File: config.mk
export PLATFORM = sky130hd
export DESIGN_NAME = velocity_profile_rate_limiter_flat
export DESIGN_NICKNAME = d
export VERILOG_FILES = /design/src/rtl/core/vprl_pkg.sv /design/src/rtl/core/vprl_if.sv /design/src/rtl/core/vprl_cfg.sv /design/src/rtl/core/vprl_ctrl.sv /design/src/rtl/core/vprl_dp.sv /design/src/rtl/core/velocity_profile_rate_limiter.sv /design/src/flat_wrapper.sv
export SDC_FILE = /design/constraint.sdc
export NUM_CORES = 2
export LEC_CHECK = 0
export BUFFER_PORTS_ARGS = -buffer_cell sky130_fd_sc_hd__buf_2
export CAP_MARGIN = 25
export CORE_ASPECT_RATIO = 0.8
export CORE_MARGIN = 5
export CORE_UTILIZATION = 47
export DETAILED_ROUTE_END_ITERATION = 10
export SETUP_SLACK_MARGIN = 0.05
export SLEW_MARGIN = 20
export SYNTH_ARGS = -nofsm -noshare
export SYNTH_HDL_FRONTEND = slang
export SYNTH_SLANG_ARGS = --single-unit
File: constraint.sdc
create_clock -name clk -period 13.1 [get_ports clk]
set_clock_uncertainty 0.2 [all_clocks]
set_input_delay 1.965 -clock clk [delete_from_list [all_inputs] [get_ports clk]]
set_output_delay 1.965 -clock clk [all_outputs]
set_load 0.005 [all_outputs]
File: src/rtl/core/vprl_pkg.sv
// Shared types and constants of the velocity profile rate limiter.
`timescale 1ns / 1ps

package vprl_pkg;

	localparam int CFG_IDX_W = 3;
	localparam int LIMIT_W   = 15;

	typedef enum logic [CFG_IDX_W-1:0] {
		CFG_SPEED_FLOOR   = 3'd0,
		CFG_SPEED_CEILING = 3'd1,
		CFG_TURN_LIMIT    = 3'd2,
		CFG_STEP_DELTA_V  = 3'd3,
		CFG_STEP_DELTA_W  = 3'd4
	} cfg_reg_t;

	localparam int                 CEILING_RST    = 1024;
	localparam logic [LIMIT_W-1:0] TURN_LIMIT_RST = 15'd1024;
	localparam logic [LIMIT_W-1:0] STEP_DELTA_RST = 15'd51;

	typedef enum logic [1:0] {
		ST_LOAD,
		ST_WALK,
		ST_FINISH
	} ctrl_state_t;

	typedef struct packed {
		logic in_ready;
		logic walk;
		logic finish;
	} ctrl_cmd_t;

	typedef struct packed {
		logic in_valid;
		logic in_last;
		logic walking;
		logic out_free;
	} ctrl_status_t;

endpackage

File: src/rtl/core/vprl_if.sv
// Stream interfaces for horizon steps in and velocity commands out.
`timescale 1ns / 1ps

interface vprl_step_if #(parameter int VALUE_WIDTH = 16) ();
	logic                          valid;
	logic                          ready;
	logic signed [VALUE_WIDTH-1:0] ref_linear;
	logic signed [VALUE_WIDTH-1:0] ref_angular;
	logic                          last_step;

	modport source(output valid, ref_linear, ref_angular, last_step, input ready);
	modport sink(input valid, ref_linear, ref_angular, last_step, output ready);
endinterface

interface vprl_cmd_if #(parameter int VALUE_WIDTH = 16) ();
	logic                          valid;
	logic                          ready;
	logic signed [VALUE_WIDTH-1:0] command_linear;
	logic signed [VALUE_WIDTH-1:0] command_angular;

	modport source(output valid, command_linear, command_angular, input ready);
	modport sink(input valid, command_linear, command_angular, output ready);
endinterface

File: src/rtl/core/vprl_cfg.sv
// Configuration register file of the velocity profile rate limiter.
`timescale 1ns / 1ps

module vprl_cfg #(
	parameter int VALUE_WIDTH = 16,
	localparam int CfgW = (VALUE_WIDTH > vprl_pkg::LIMIT_W) ? VALUE_WIDTH : vprl_pkg::LIMIT_W
) (
	input  logic                              clk,
	input  logic                              arst_n,
	input  logic                              cfg_we,
	input  logic [vprl_pkg::CFG_IDX_W-1:0]    cfg_index,
	input  logic [CfgW-1:0]                   cfg_data,
	output logic signed [VALUE_WIDTH-1:0]     speed_floor,
	output logic signed [VALUE_WIDTH-1:0]     speed_ceiling,
	output logic [vprl_pkg::LIMIT_W-1:0]      turn_limit,
	output logic [vprl_pkg::LIMIT_W-1:0]      step_delta_v,
	output logic [vprl_pkg::LIMIT_W-1:0]      step_delta_w
);

	// A ceiling above the value range acts as the range top.
	localparam logic signed [VALUE_WIDTH-1:0] CeilRst = (VALUE_WIDTH > 11) ?
		VALUE_WIDTH'(vprl_pkg::CEILING_RST) : {1'b0, {(VALUE_WIDTH-1){1'b1}}};

	logic signed [VALUE_WIDTH-1:0]  floor_q;
	logic signed [VALUE_WIDTH-1:0]  ceiling_q;
	logic [vprl_pkg::LIMIT_W-1:0]   turn_q;
	logic [vprl_pkg::LIMIT_W-1:0]   dv_q;
	logic [vprl_pkg::LIMIT_W-1:0]   dw_q;

	always_ff @(posedge clk or negedge arst_n) begin
		if (!arst_n) begin
			floor_q   <= '0;
			ceiling_q <= CeilRst;
			turn_q    <= vprl_pkg::TURN_LIMIT_RST;
			dv_q      <= vprl_pkg::STEP_DELTA_RST;
			dw_q      <= vprl_pkg::STEP_DELTA_RST;
		end else if (cfg_we) begin
			case (cfg_index)
				vprl_pkg::CFG_SPEED_FLOOR:   floor_q   <= cfg_data[VALUE_WIDTH-1:0];
				vprl_pkg::CFG_SPEED_CEILING: ceiling_q <= cfg_data[VALUE_WIDTH-1:0];
				vprl_pkg::CFG_TURN_LIMIT:    turn_q    <= cfg_data[vprl_pkg::LIMIT_W-1:0];
				vprl_pkg::CFG_STEP_DELTA_V:  dv_q      <= cfg_data[vprl_pkg::LIMIT_W-1:0];
				vprl_pkg::CFG_STEP_DELTA_W:  dw_q      <= cfg_data[vprl_pkg::LIMIT_W-1:0];
				default: ; // unknown index: drop the write
			endcase
		end
	end

	assign speed_floor   = floor_q;
	assign speed_ceiling = ceiling_q;
	assign turn_limit    = turn_q;
	assign step_delta_v  = dv_q;
	assign step_delta_w  = dw_q;

endmodule

File: src/rtl/core/vprl_ctrl.sv
// Sequencer of the velocity profile rate limiter: load, backward walk, finish.
`timescale 1ns / 1ps

module vprl_ctrl (
	input  logic                   clk,
	input  logic                   arst_n,
	input  vprl_pkg::ctrl_status_t sts,
	output vprl_pkg::ctrl_cmd_t    ctl
);

	vprl_pkg::ctrl_state_t state_q;
	vprl_pkg::ctrl_state_t state_nxt;

	always_ff @(posedge clk or negedge arst_n) begin
		if (!arst_n) begin
			state_q <= vprl_pkg::ST_LOAD;
		end else begin
			state_q <= state_nxt;
		end
	end

	always_comb begin
		state_nxt = state_q;
		unique case (state_q)
			vprl_pkg::ST_LOAD: begin
				if (sts.in_valid && sts.in_last) state_nxt = vprl_pkg::ST_WALK;
			end
			vprl_pkg::ST_WALK: begin
				if (!sts.walking) state_nxt = vprl_pkg::ST_FINISH;
			end
			vprl_pkg::ST_FINISH: begin
				if (sts.out_free) state_nxt = vprl_pkg::ST_LOAD;
			end
			default: state_nxt = vprl_pkg::ST_LOAD;
		endcase
	end

	always_comb begin
		ctl = '0;
		unique case (state_q)
			vprl_pkg::ST_LOAD:   ctl.in_ready = 1'b1;
			vprl_pkg::ST_WALK:   ctl.walk     = 1'b1;
			vprl_pkg::ST_FINISH: ctl.finish   = sts.out_free;
			default:             ctl          = '0;
		endcase
	end

endmodule

File: src/rtl/core/vprl_dp.sv
// Datapath: clamp, forward limit, profile memory, backward walk, command register.
`timescale 1ns / 1ps

module vprl_dp #(
	parameter int HORIZON_MAX = 64,
	parameter int VALUE_WIDTH = 16
) (
	input  logic                           clk,
	input  logic                           arst_n,
	input  vprl_pkg::ctrl_cmd_t            ctl,
	output vprl_pkg::ctrl_status_t         sts,
	input  logic                           in_valid,
	input  logic signed [VALUE_WIDTH-1:0]  in_linear,
	input  logic signed [VALUE_WIDTH-1:0]  in_angular,
	input  logic                           in_last,
	input  logic signed [VALUE_WIDTH-1:0]  speed_floor,
	input  logic signed [VALUE_WIDTH-1:0]  speed_ceiling,
	input  logic [vprl_pkg::LIMIT_W-1:0]   turn_limit,
	input  logic [vprl_pkg::LIMIT_W-1:0]   step_delta_v,
	input  logic [vprl_pkg::LIMIT_W-1:0]   step_delta_w,
	input  logic                           out_ready,
	output logic                           out_valid,
	output logic signed [VALUE_WIDTH-1:0]  out_linear,
	output logic signed [VALUE_WIDTH-1:0]  out_angular
);

	localparam int VW = VALUE_WIDTH;
	localparam int LW = vprl_pkg::LIMIT_W;
	localparam int EW = ((VW > LW) ? VW : LW) + 2;
	localparam int CW = $clog2(HORIZON_MAX + 1);
	localparam int AW = $clog2(HORIZON_MAX);
	localparam logic signed [EW-1:0] VMax = {{(EW-VW+1){1'b0}}, {(VW-1){1'b1}}};
	localparam logic signed [EW-1:0] VMin = ~VMax;

	function automatic logic signed [EW-1:0] sx(input logic [VW-1:0] v);
		return {{(EW-VW){v[VW-1]}}, v};
	endfunction

	function automatic logic signed [EW-1:0] zx(input logic [LW-1:0] v);
		return {{(EW-LW){1'b0}}, v};
	endfunction

	function automatic logic signed [EW-1:0] sat_f(input logic signed [EW-1:0] x);
		logic signed [EW-1:0] r;
		r = x;
		if (x > VMax) r = VMax;
		if (x < VMin) r = VMin;
		return r;
	endfunction

	// Floor first, then ceiling: a floor above the ceiling yields the ceiling.
	function automatic logic signed [EW-1:0] bound_f(input logic signed [EW-1:0] x,
			input logic signed [EW-1:0] lo, input logic signed [EW-1:0] hi);
		logic signed [EW-1:0] r;
		r = (x < lo) ? lo : x;
		return (r > hi) ? hi : r;
	endfunction

	function automatic logic signed [EW-1:0] near_f(input logic signed [EW-1:0] x,
			input logic signed [EW-1:0] a, input logic signed [EW-1:0] d);
		return bound_f(x, sat_f(a - d), sat_f(a + d));
	endfunction

	logic [2*VW-1:0] prof_mem [HORIZON_MAX];

	logic [CW-1:0]          count_q;
	logic [CW-1:0]          left_q;
	logic                   pend_s1;
	logic                   out_valid_q;
	logic [2*VW-1:0]        rd_s1;
	logic signed [VW-1:0]   prev_lin_q, prev_ang_q;
	logic signed [VW-1:0]   run_lin_q, run_ang_q;
	logic signed [VW-1:0]   out_lin_q, out_ang_q;

	logic                   accept;
	logic                   stored;
	logic                   rd_en;
	logic                   walking;
	logic [CW-1:0]          rd_ptr;
	logic [AW-1:0]          rd_addr;
	logic signed [EW-1:0]   lin_c, ang_c, lin_f, ang_f, tl_x, dv_x, dw_x;
	logic signed [EW-1:0]   lin_b, ang_b;
	logic signed [VW-1:0]   lin_new, ang_new, lin_walk, ang_walk;

	always_comb begin
		accept  = ctl.in_ready & in_valid;
		stored  = count_q < CW'(HORIZON_MAX);
		walking = (left_q != '0) || pend_s1;
		rd_en   = ctl.walk && (left_q != '0);
		rd_ptr  = left_q - CW'(1);
		rd_addr = rd_ptr[AW-1:0];

		tl_x  = zx(turn_limit);
		dv_x  = zx(step_delta_v);
		dw_x  = zx(step_delta_w);
		lin_c = bound_f(sx(in_linear), sx(speed_floor), sx(speed_ceiling));
		ang_c = bound_f(sx(in_angular), -tl_x, tl_x);
		lin_f = (count_q != '0) ? near_f(lin_c, sx(prev_lin_q), dv_x) : lin_c;
		ang_f = (count_q != '0) ? near_f(ang_c, sx(prev_ang_q), dw_x) : ang_c;
		lin_new = lin_f[VW-1:0];
		ang_new = ang_f[VW-1:0];

		// Backward step: earlier stored value against the one that follows it.
		lin_b = near_f(sx(rd_s1[2*VW-1:VW]), sx(run_lin_q), dv_x);
		ang_b = near_f(sx(rd_s1[VW-1:0]), sx(run_ang_q), dw_x);
		lin_walk = lin_b[VW-1:0];
		ang_walk = ang_b[VW-1:0];
	end

	always_ff @(posedge clk) begin
		if (accept && stored) prof_mem[count_q[AW-1:0]] <= {lin_new, ang_new};
		if (rd_en) rd_s1 <= prof_mem[rd_addr];
	end

	always_ff @(posedge clk or negedge arst_n) begin
		if (!arst_n) begin
			count_q     <= '0;
			left_q      <= '0;
			pend_s1     <= 1'b0;
			out_valid_q <= 1'b0;
		end else begin
			if (accept && in_last) begin
				count_q <= '0;
				left_q  <= stored ? count_q : count_q - CW'(1);
			end else begin
				if (accept && stored) count_q <= count_q + CW'(1);
				if (rd_en) left_q <= left_q - CW'(1);
			end
			pend_s1 <= rd_en;
			if (ctl.finish) begin
				out_valid_q <= 1'b1;
			end else if (out_ready) begin
				out_valid_q <= 1'b0;
			end
		end
	end

	always_ff @(posedge clk) begin
		if (accept && stored) begin
			prev_lin_q <= lin_new;
			prev_ang_q <= ang_new;
		end
		if (accept && in_last) begin
			run_lin_q <= stored ? lin_new : prev_lin_q;
			run_ang_q <= stored ? ang_new : prev_ang_q;
		end else if (ctl.walk && pend_s1) begin
			run_lin_q <= lin_walk;
			run_ang_q <= ang_walk;
		end
		if (ctl.finish) begin
			out_lin_q <= run_lin_q;
			out_ang_q <= run_ang_q;
		end
	end

	always_comb begin
		sts.in_valid = in_valid;
		sts.in_last  = in_last;
		sts.walking  = walking;
		sts.out_free = !out_valid_q || out_ready;
	end

	assign out_valid   = out_valid_q;
	assign out_linear  = out_lin_q;
	assign out_angular = out_ang_q;

	a_no_accept_in_walk: assert property (@(posedge clk) disable iff (!arst_n)
		walking |-> !accept)
		else $error("step accepted during backward walk");

	a_count_clear: assert property (@(posedge clk) disable iff (!arst_n)
		(accept && in_last) |=> (count_q == '0))
		else $error("step count not cleared after final step");

	a_finish_idle: assert property (@(posedge clk) disable iff (!arst_n)
		ctl.finish |-> (!walking && !accept))
		else $error("command loaded while walk still running");

	a_count_range: assert property (@(posedge clk) disable iff (!arst_n)
		(accept && !stored) |-> (count_q == CW'(HORIZON_MAX)))
		else $error("step dropped before horizon full");

endmodule

File: src/rtl/core/velocity_profile_rate_limiter.sv
// Top level of the velocity profile rate limiter.
`timescale 1ns / 1ps

// Velocity profile rate limiter. Feed a horizon of (linear, angular) reference
// velocity beats on step, the final one with last_step set; one command beat
// comes out on cmd per horizon. Each beat is clamped (linear to floor/ceiling,
// with the ceiling winning when the floor lies above it, angular to
// +/- turn_limit), then held within the step delta of the previous stored step
// and written to the profile memory. After the final beat the sequencer walks
// the memory backward, one stored step per cycle through a single registered
// read port, pulling each earlier value within the delta of the one after it,
// and the smoothed first step becomes the command. Step beats are taken only
// while loading, not during the walk or the command load. Steps beyond
// HORIZON_MAX are dropped, yet a dropped final beat still closes the horizon.
// The command sits in an output register, and loading restarts as soon as it
// is written; a second horizon only waits if the earlier command is still
// untaken. Values are signed Q5.10 at the default width; bounds saturate.
// A register write between beats of a horizon applies from the next beat on;
// hold the registers from the final beat until its command is out, since the
// backward walk reads them. Register indexes: floor 0, ceiling 1, turn limit 2,
// linear delta 3, angular delta 4; other indexes are ignored.
module velocity_profile_rate_limiter #(
	parameter int HORIZON_MAX = 64,
	parameter int VALUE_WIDTH = 16,
	localparam int CfgW = (VALUE_WIDTH > vprl_pkg::LIMIT_W) ? VALUE_WIDTH : vprl_pkg::LIMIT_W
) (
	input  logic                           clk,
	input  logic                           arst_n,
	vprl_step_if.sink                      step,
	vprl_cmd_if.source                     cmd,
	input  logic                           cfg_we,
	input  logic [vprl_pkg::CFG_IDX_W-1:0] cfg_index,
	input  logic [CfgW-1:0]                cfg_data
);

	vprl_pkg::ctrl_cmd_t    ctl;
	vprl_pkg::ctrl_status_t sts;

	logic signed [VALUE_WIDTH-1:0] speed_floor;
	logic signed [VALUE_WIDTH-1:0] speed_ceiling;
	logic [vprl_pkg::LIMIT_W-1:0]  turn_limit;
	logic [vprl_pkg::LIMIT_W-1:0]  step_delta_v;
	logic [vprl_pkg::LIMIT_W-1:0]  step_delta_w;

	// Registers must hold from the final beat until its command is out.
	vprl_cfg #(
		.VALUE_WIDTH(VALUE_WIDTH)
	) u_cfg (
		.clk          (clk),
		.arst_n       (arst_n),
		.cfg_we       (cfg_we),
		.cfg_index    (cfg_index),
		.cfg_data     (cfg_data),
		.speed_floor  (speed_floor),
		.speed_ceiling(speed_ceiling),
		.turn_limit   (turn_limit),
		.step_delta_v (step_delta_v),
		.step_delta_w (step_delta_w)
	);

	// Sequencer: accept beats, run the backward walk, hand off the command.
	vprl_ctrl u_ctrl (
		.clk   (clk),
		.arst_n(arst_n),
		.sts   (sts),
		.ctl   (ctl)
	);

	// Datapath owns the profile memory, the step count and the output register.
	vprl_dp #(
		.HORIZON_MAX(HORIZON_MAX),
		.VALUE_WIDTH(VALUE_WIDTH)
	) u_dp (
		.clk          (clk),
		.arst_n       (arst_n),
		.ctl          (ctl),
		.sts          (sts),
		.in_valid     (step.valid),
		.in_linear    (step.ref_linear),
		.in_angular   (step.ref_angular),
		.in_last      (step.last_step),
		.speed_floor  (speed_floor),
		.speed_ceiling(speed_ceiling),
		.turn_limit   (turn_limit),
		.step_delta_v (step_delta_v),
		.step_delta_w (step_delta_w),
		.out_ready    (cmd.ready),
		.out_valid    (cmd.valid),
		.out_linear   (cmd.command_linear),
		.out_angular  (cmd.command_angular)
	);

	assign step.ready = ctl.in_ready;

endmodule

File: src/flat_wrapper.sv
// flat-port wrapper written by rule: the top's interface ports become plain ports
module velocity_profile_rate_limiter_flat 
#(
	parameter int HORIZON_MAX = 64,
	parameter int VALUE_WIDTH = 16,
	localparam int CfgW = (VALUE_WIDTH > vprl_pkg::LIMIT_W) ? VALUE_WIDTH : vprl_pkg::LIMIT_W
)
  (clk, arst_n, cfg_we, cfg_index, cfg_data, step_valid, step_ref_linear, step_ref_angular, step_last_step, step_ready, cmd_valid, cmd_command_linear, cmd_command_angular, cmd_ready);
  vprl_step_if #(.VALUE_WIDTH(VALUE_WIDTH)) step_i ();
  vprl_cmd_if #(.VALUE_WIDTH(VALUE_WIDTH)) cmd_i ();
  input  logic clk;
  input  logic arst_n;
  input  logic cfg_we;
  input  logic [vprl_pkg::CFG_IDX_W-1:0] cfg_index;
  input  logic [CfgW-1:0] cfg_data;
  input wire logic [$bits(step_i.valid)-1:0] step_valid;
  input wire logic [$bits(step_i.ref_linear)-1:0] step_ref_linear;
  input wire logic [$bits(step_i.ref_angular)-1:0] step_ref_angular;
  input wire logic [$bits(step_i.last_step)-1:0] step_last_step;
  output wire logic [$bits(step_i.ready)-1:0] step_ready;
  output wire logic [$bits(cmd_i.valid)-1:0] cmd_valid;
  output wire logic [$bits(cmd_i.command_linear)-1:0] cmd_command_linear;
  output wire logic [$bits(cmd_i.command_angular)-1:0] cmd_command_angular;
  input wire logic [$bits(cmd_i.ready)-1:0] cmd_ready;
  assign step_i.valid = step_valid;
  assign step_i.ref_linear = step_ref_linear;
  assign step_i.ref_angular = step_ref_angular;
  assign step_i.last_step = step_last_step;
  assign step_ready = step_i.ready;
  assign cmd_valid = cmd_i.valid;
  assign cmd_command_linear = cmd_i.command_linear;
  assign cmd_command_angular = cmd_i.command_angular;
  assign cmd_i.ready = cmd_ready;
  velocity_profile_rate_limiter #(.HORIZON_MAX(HORIZON_MAX), .VALUE_WIDTH(VALUE_WIDTH)) u_core (.clk(clk), .arst_n(arst_n), .step(step_i), .cmd(cmd_i), .cfg_we(cfg_we), .cfg_index(cfg_index), .cfg_data(cfg_data));
endmodule
# ---- Word level (Yosys, flattened, before mapping)
# Memories as Yosys holds them, arrays and structs flattened. A register that Yosys moved wholly into a read port is not among the register bits.
# Index checks and enable logic that the tools add are counted.
dict set report op_classes {
  bitwise_logic 1
  n_reduce_logical 22
  order_cmp 29
  mux 52
  n_eq_ne 9
  addsub 12
}
# op n
set op_table {}
lappend op_table {{$mux 18} 24}
lappend op_table {{$mux 16} 12}
lappend op_table {{$gt 17x16->1 const B} 8}
lappend op_table {{$lt 17x16->1 const B} 8}
lappend op_table {{$gt 18x18->1} 4}
lappend op_table {{$add 16x16->17} 4}
lappend op_table {{$sub 16x16->17} 4}
lappend op_table {{$lt 16x18->1} 3}
lappend op_table {{$gt 18x16->1} 2}
lappend op_table {{$lt 18x18->1} 2}
lappend op_table {{$mux 7} 5}
lappend op_table {{$neg 15->18} 1}
lappend op_table {{$lt 16x16->1} 1}
lappend op_table {{$reduce_bool 7->1} 2}
lappend op_table {{$sub 7x1->7 const B} 2}
lappend op_table {{$reduce_and 2->1} 5}
lappend op_table {{$reduce_bool 2->1} 4}
lappend op_table {{$add 7x1->7 const B} 1}
lappend op_table {{$lt 7x7->1 const B} 1}
lappend op_table {{$mux 1} 7}
lappend op_table {{$eq 3x2->1 const B} 2}
lappend op_table {{$mux 2} 3}
lappend op_table {{$ne 2x2->1 const B} 3}
lappend op_table {{$pmux 2 s3} 1}
lappend op_table {{other kinds (11)} 16}
dict set report word_totals {
  out_inout_bits 34
  input_bits 57
  elab_cells 142
  mem_count 1
  ff_bits 191
  ram_bits 2048
}
# name words width rd rd_clocked_by_memory_dff write_ports line
set mem_list {}
lappend mem_list {u_core.u_dp.prof_mem 64 32 1 1 1 vprl_dp.sv:64} ;# logic [2*VW-1:0] prof_mem [HORIZON_MAX];

# ---- Longest topological paths before layout
dict set report logic_depth {
  ltp_word 12
  depth_mapped 57
  ltp_nobuf 50
}

# ---- By module
# From an unflattened synthesis, not the netlist that was laid out.
dict set report unflattened {
  hier_cells 5586
  area_unflattened_um2 100594.0
}
# module cells_each n_inst area_per_inst_um2 seq_area_each_um2
set by_module_without_submodules {}
lappend by_module_without_submodules {vprl_dp 5409 1 97526.0 65743.1}
lappend by_module_without_submodules {vprl_cfg 167 1 2961.6 1939.4}
lappend by_module_without_submodules {vprl_ctrl 10 1 106.4 50.0}

# ---- Least setup slack after synthesis
# Ideal clock, no wire load.
dict set report synth_timing {
  kind {input-to-reg}
  from {in step_ref_linear[9]}
  to {reg u_core.u_dp.prev_lin_q[10], data pin}
  arrival_ns 12.696
  stages 41
  setup_slack_ns -0.505
  setup_time_ns 0.709
  t_required_ns 12.191
  path_buffers 5
  cell_sequence {ha_1 -> a21o_1 -> a21oi_1 -> nor2b_1 -> o31ai_1 -> nand2_1 -> clkbuf_1 -> o21ai_0 -> ha_1 -> a21o_1 -> a21oi_1 -> o221ai_1 -> a211o_1 -> mux2_2 -> buf_1 -> mux2_2 -> ha_1 -> a21o_1 -> (+5 left out) -> mux2i_1 -> buf_1 -> buf_1 -> nor2_1 -> a21oi_1 -> ha_1 -> and3_1 -> nand3_1 -> o41ai_1 -> a21oi_1 -> a31oi_1 -> and3_1 -> o21bai_1 -> o21ba_2 -> clkbuf_1 -> nor2_1 -> a221o_1 -> o21ai_0}
}
dict set report synth_via {
  elab_chain_len 9
}
# element line
set synth_rtl {}
lappend synth_rtl {{start, declared} flat_wrapper.sv:17} ;# input wire logic [$bits(step_i.ref_linear)-1:0] step_ref_linear;
lappend synth_rtl {{$lt 16x16->1} vprl_dp.sv:55} ;# r = (x < lo) ? lo : x;
lappend synth_rtl {{$mux 18 *} vprl_dp.sv:55}
lappend synth_rtl {{$gt 18x16->1} vprl_dp.sv:56} ;# return (r > hi) ? hi : r;
lappend synth_rtl {{$mux 18 *} vprl_dp.sv:56}
lappend synth_rtl {{$lt 18x18->1} vprl_dp.sv:55}
lappend synth_rtl {{$mux 18} vprl_dp.sv:55}
lappend synth_rtl {{$gt 18x18->1} vprl_dp.sv:56}
lappend synth_rtl {{$mux 16} vprl_dp.sv:56}
lappend synth_rtl {{$mux 16 *} vprl_dp.sv:98} ;# lin_f = (count_q != '0) ? near_f(lin_c, sx(prev_lin_q), dv_x) : lin_c;
lappend synth_rtl {{named net u_core.u_dp.lin_f[10]} vprl_dp.sv:81} ;# logic signed [EW-1:0] lin_c, ang_c, lin_f, ang_f, tl_x, dv_x, dw_x;
lappend synth_rtl {{end signal, assigned} vprl_dp.sv:140} ;# prev_lin_q <= lin_new;
lappend synth_rtl {{end, declared} vprl_dp.sv:71} ;# logic signed [VW-1:0] prev_lin_q, prev_ang_q;
# The timed path passes the listed nets; every way through them passes the cells marked *.
# A chain may end at the register's enable or synchronous reset.

# ---- Final worst setup path
dict set report layout_timing {
  from {reg u_core.u_cfg.turn_q (netlist bit u_core.u_cfg.turn_limit[4])}
  to {mem u_core.u_dp.prof_mem[17][12] in the netlist's numbering, data pin}
}
dict set report layout_via {
  elab_chain_len 10
}
# element line
set layout_rtl {}
lappend layout_rtl {{start, declared} vprl_cfg.sv:26} ;# logic [vprl_pkg::LIMIT_W-1:0] turn_q;
lappend layout_rtl {{start signal, assigned} vprl_cfg.sv:34} ;# turn_q <= vprl_pkg::TURN_LIMIT_RST;
lappend layout_rtl {{start signal, assigned} vprl_cfg.sv:41} ;# vprl_pkg::CFG_TURN_LIMIT: turn_q <= cfg_data[vprl_pkg::LIMIT_W-1:0];
lappend layout_rtl {{$neg 15->18} vprl_dp.sv:97} ;# ang_c = bound_f(sx(in_angular), -tl_x, tl_x);
lappend layout_rtl {{$lt 16x18->1} vprl_dp.sv:55}
lappend layout_rtl {{$mux 18} vprl_dp.sv:55}
lappend layout_rtl {{$gt 18x16->1} vprl_dp.sv:56}
lappend layout_rtl {{$mux 18 *} vprl_dp.sv:56}
lappend layout_rtl {{$lt 18x18->1} vprl_dp.sv:55}
lappend layout_rtl {{$mux 18} vprl_dp.sv:55}
lappend layout_rtl {{$gt 18x18->1} vprl_dp.sv:56}
lappend layout_rtl {{$mux 16} vprl_dp.sv:56}
lappend layout_rtl {{$mux 16 *} vprl_dp.sv:99} ;# ang_f = (count_q != '0) ? near_f(ang_c, sx(prev_ang_q), dw_x) : ang_c;
lappend layout_rtl {{named net u_core.u_dp.ang_f[12]} vprl_dp.sv:81}
lappend layout_rtl {{end, declared} vprl_dp.sv:64}
# Marks and branches as above.

==> summary.txt <==
STA
  – RSZ-0062 raised after global routing: false
  – Tmin final: 12.12 ns
  – Final Hold Fails: 0
  – Final period util: 92.5%
  – Rel. slew slack: 25.3%
  – Max Transition Viols Final: 0
  – Max Fclk: 82.5 MHz
  – Worst-margin pin slew: 1.12 ns
  – Final setup vio count: 0
  – Post-Route Setup TNS: 0 ns

Global route
  – First-pass GRT wire length: 415000 um
  – Initial antenna violation count: 26
  – GRT overflow: 0
  – Pin count of the biggest net entering global routing: 133
  – Total global-route track usage: 26.1%
  – Vias in the first global route: 54500

Setup path
  – Worst Setup Start Kind: flop
  – Most used cell, CP: a21o_1
  – Critical path type: flop to flop
  – R2r startpoint: u_core.u_cfg.turn_limit[4]
  – Max incr delay on CP: 0.75 ns
  – Crit end category: flop
  – Critical path's slowest cell: buf_4
  – Reg-to-reg endpoint: u_core.u_dp.prof_mem[17][12]
  – R2R depth: 46
  – Worst Path Required: 13.42 ns
  – R2R setup slack: 0.98 ns
  – Worst Path Max Fanout: 65
  – Crit path from: u_core.u_cfg.turn_limit[4]
  – Critical path arrival: 12.45 ns

Drt
  – Vias per inst: 6.32
  – Wire per inst: 33.1 um
  – Pre-antenna DRT Iters: 7
  – Post-route DRC: 0
  – Routed WL: 295000 um
  – DRT iter0 DRCs: 6893
  – Via Count: 56200
  – Antenna Nets Post-Route: 0

Yosys
  – #FFs+latches synth: 2271
  – Top cell type's share of synthesized area: 65.3%
  – Yosys cell types: 94
  – Main synth FF type: edfxtp_1
  – Seq/Total Area, Yosys: 67.6%
  – FFs w/ async S/R, synth: 4.18%
  – Number of enable flip-flop cells after synthesis: 2176
  – Cell area after synthesis: 100000 um^2
  – Syn_nets: 6018
  – Yosys Warn Count: 0
  – Synth Instances: 5629
  – Largest cells by area after synthesis: edfxtp_1, mux4_2, ha_1
  – Post-synth top area cell: edfxtp_1
  – Syn avg cell area: 17.8 um^2

Min path
  – Worst Hold Endpoint: u_core.u_ctrl.state_q[1]
  – Hold Path Origin: u_core.u_ctrl.state_q[0]
  – Hold Path Depth: 1
  – Hold crit path type: flop to flop

Placement
  – RePlAce Congestion: 0.923
  – Port Buffers: 90
  – Post-DP HPWL: 178000 um

Run
  – Max-Cap Viols: 0

Clock tree
  – CTS Buf Count: 218
  – Clock Sinks: 2271
  – Post-CTS Hold Fix Bufs: 0
  – Worst-path clk slew: 0.06 ns
  – Post-CTS Setup Inserts: 0
  – Longest Clk Path Bufs: 4
  – Post_cts resized: 0
  – CTS tree: built
  – H-tree depth: 4
  – Root buffer cell: clkbuf_16
  – Worst-Skew Late Latency: 0.89 ns

Floorplanning
  – Initial core utilization: 47.3%
  – Die Y-Extent: 423 um
  – Core Region: 212000 um^2
  – Std-Cell Rows: 151
  – Die ar.: 222000 um^2
  – Die width: 526 um
  – Top-Level Pins: 91

Final layout
  – Final #Nets: 6255
  – Synthesis-to-layout area growth: 12.6%
  – Ratio of cells with drive above 1 in the final layout: 24.2%

Run status
  – Status: finished clean
-- area by class of cell --
type                            instances  area (um^2)
Antenna cell                           21         52.6
Clock buffer                          275         5780
Clock inverter                        116         1200
Fill cell                           16600        99000
Inverter                              209          785
Multi-Input combinational cell       2888        31500
Sequential cell                      2271        67700
Tap cell                             2830         3540
Timing Repair Buffer                  278         2180
-- flip-flops by register name, summed over array words and instances, names as in the netlist, 15 cells and up --
signal                      flops
u_core.u_dp.out_angular        16
u_core.u_cfg.step_delta_w      15
u_core.u_dp.run_lin_q          16
u_core.u_cfg.speed_floor       16
u_core.u_dp.prev_ang_q         16
u_core.u_dp.rd_s1              32
u_core.u_dp.out_linear         16
u_core.u_cfg.step_delta_v      15
u_core.u_dp.prev_lin_q         16
u_core.u_dp.prof_mem         2048
u_core.u_cfg.turn_limit        15
u_core.u_dp.run_ang_q          16
u_core.u_cfg.speed_ceiling     16
-- placed cells by master, fill, tap and decap left out, types with 35 or more instances in the layout --
master,netlist,routed
xnor2_1,81,78
nand2b_1,44,44
nor2_1,279,212
buf_4,0,164
clkbuf_1,211,49
clkinv_1,1,41
inv_1,207,206
buf_2,6,89
nor2_4,1,68
nand2_1,282,282
a21oi_1,189,185
o21ai_0,262,249
clkinv_2,0,35
clkbuf_16,0,221
ha_1,324,323
nor2b_1,43,42
mux4_2,672,672
dfrtp_1,85,84
mux2_2,47,47
mux2i_1,63,58
a21o_1,62,61
edfxtp_1,2176,2176
-- critical path: cells and delay by family (launching register included) --
family                   cells  cell delay (ns)
AO/OA/AOI/OAI               27             5.58
XOR/XNOR                     2             0.34
adder cells (fa/ha/maj)      4             1.13
AND/OR/NAND/NOR              6             1.81
flip-flops                   1             0.42
buffers and inverters        5             1.56
multiplexers                 2             0.63
-- per-layer routing --
| layer | wire (um) | vias up | global-route usage (%) |
|---|---|---|---|
| met4 | 8650 | 4 | 6.98 |
| met5 | 33 | - | 0 |
| met3 | 27500 | 433 | 5.59 |
| met1 | 128000 | 29900 | 40.0 |
| li1 | - | 23200 | - |
| met2 | 131000 | 2613 | 38.4 |
-- cells by family after synthesis --
group                      share of synthesized area (%)
DFF                                                 67.6
AOI/OAI and AO/OA                                   5.13
xor gates and xnor gates                           0.927
buffers and inverters                               1.78
muxes                                               16.3
adders and majority gates                           4.21
and+or+nand+nor                                     4.04
-- cells in the mapped netlist (11+ instances only) --
master and number:
a211oi_1 17, a21o_1 62, a21oi_1 189, a221o_1 17, a221oi_1 12, a22oi_1 15
a31oi_1 17, and2_1 16, and3_1 18, buf_1 43, clkbuf_1 211, dfrtp_1 85
edfxtp_1 2176, ha_1 324, inv_1 207, mux2_2 47, mux2i_1 63, mux4_2 672
nand2_1 282, nand2b_1 44, nand3_1 31, nand3b_1 11, nand4_1 30, nor2_1 279
nor2b_1 43, nor3_1 33, o211ai_1 23, o21a_1 25, o21ai_0 262, o21bai_1 21
o31a_1 13, or3_1 17, xnor2_1 81, xor2_1 25
-- worst max path at each step --
stage	cells after the start	to	slack (ns)
after floorplan	40	u_core.u_dp.prev_lin_q[14]	0.50
after global placement	41	u_core.u_dp.prof_mem[63][6]	0.71
after detailed placement	39	u_core.u_dp.prof_mem[62][22]	0.88
after CTS	47	u_core.u_dp.prof_mem[31][7]	1.15
after global routing	48	u_core.u_dp.prof_mem[31][7]	0.22
final	46	u_core.u_dp.prof_mem[17][12]	0.98
-- metrics by stage --
stage | area [um^2] | hold slack (ns) | util [%] | setup WS (ns) | std cells
detailed placement | 106000 | 0.288 | 49.9 | 0.881 | 8474
global placement | 106000 | 0.274 | 49.9 | 0.711 | 8471
floorplan | 100000 | 0.224 | - | 0.501 | 5629
global route | 113000 | 0.322 | 53.2 | 0.225 | 8867
CTS | 113000 | 0.295 | 53.2 | 1.15 | 8865
finish | 113000 | 0.293 | 53.3 | 0.977 | 8888
Power is not shown: default switching activity piles up to over one toggle a cycle in this logic, so the estimate is an artifact.
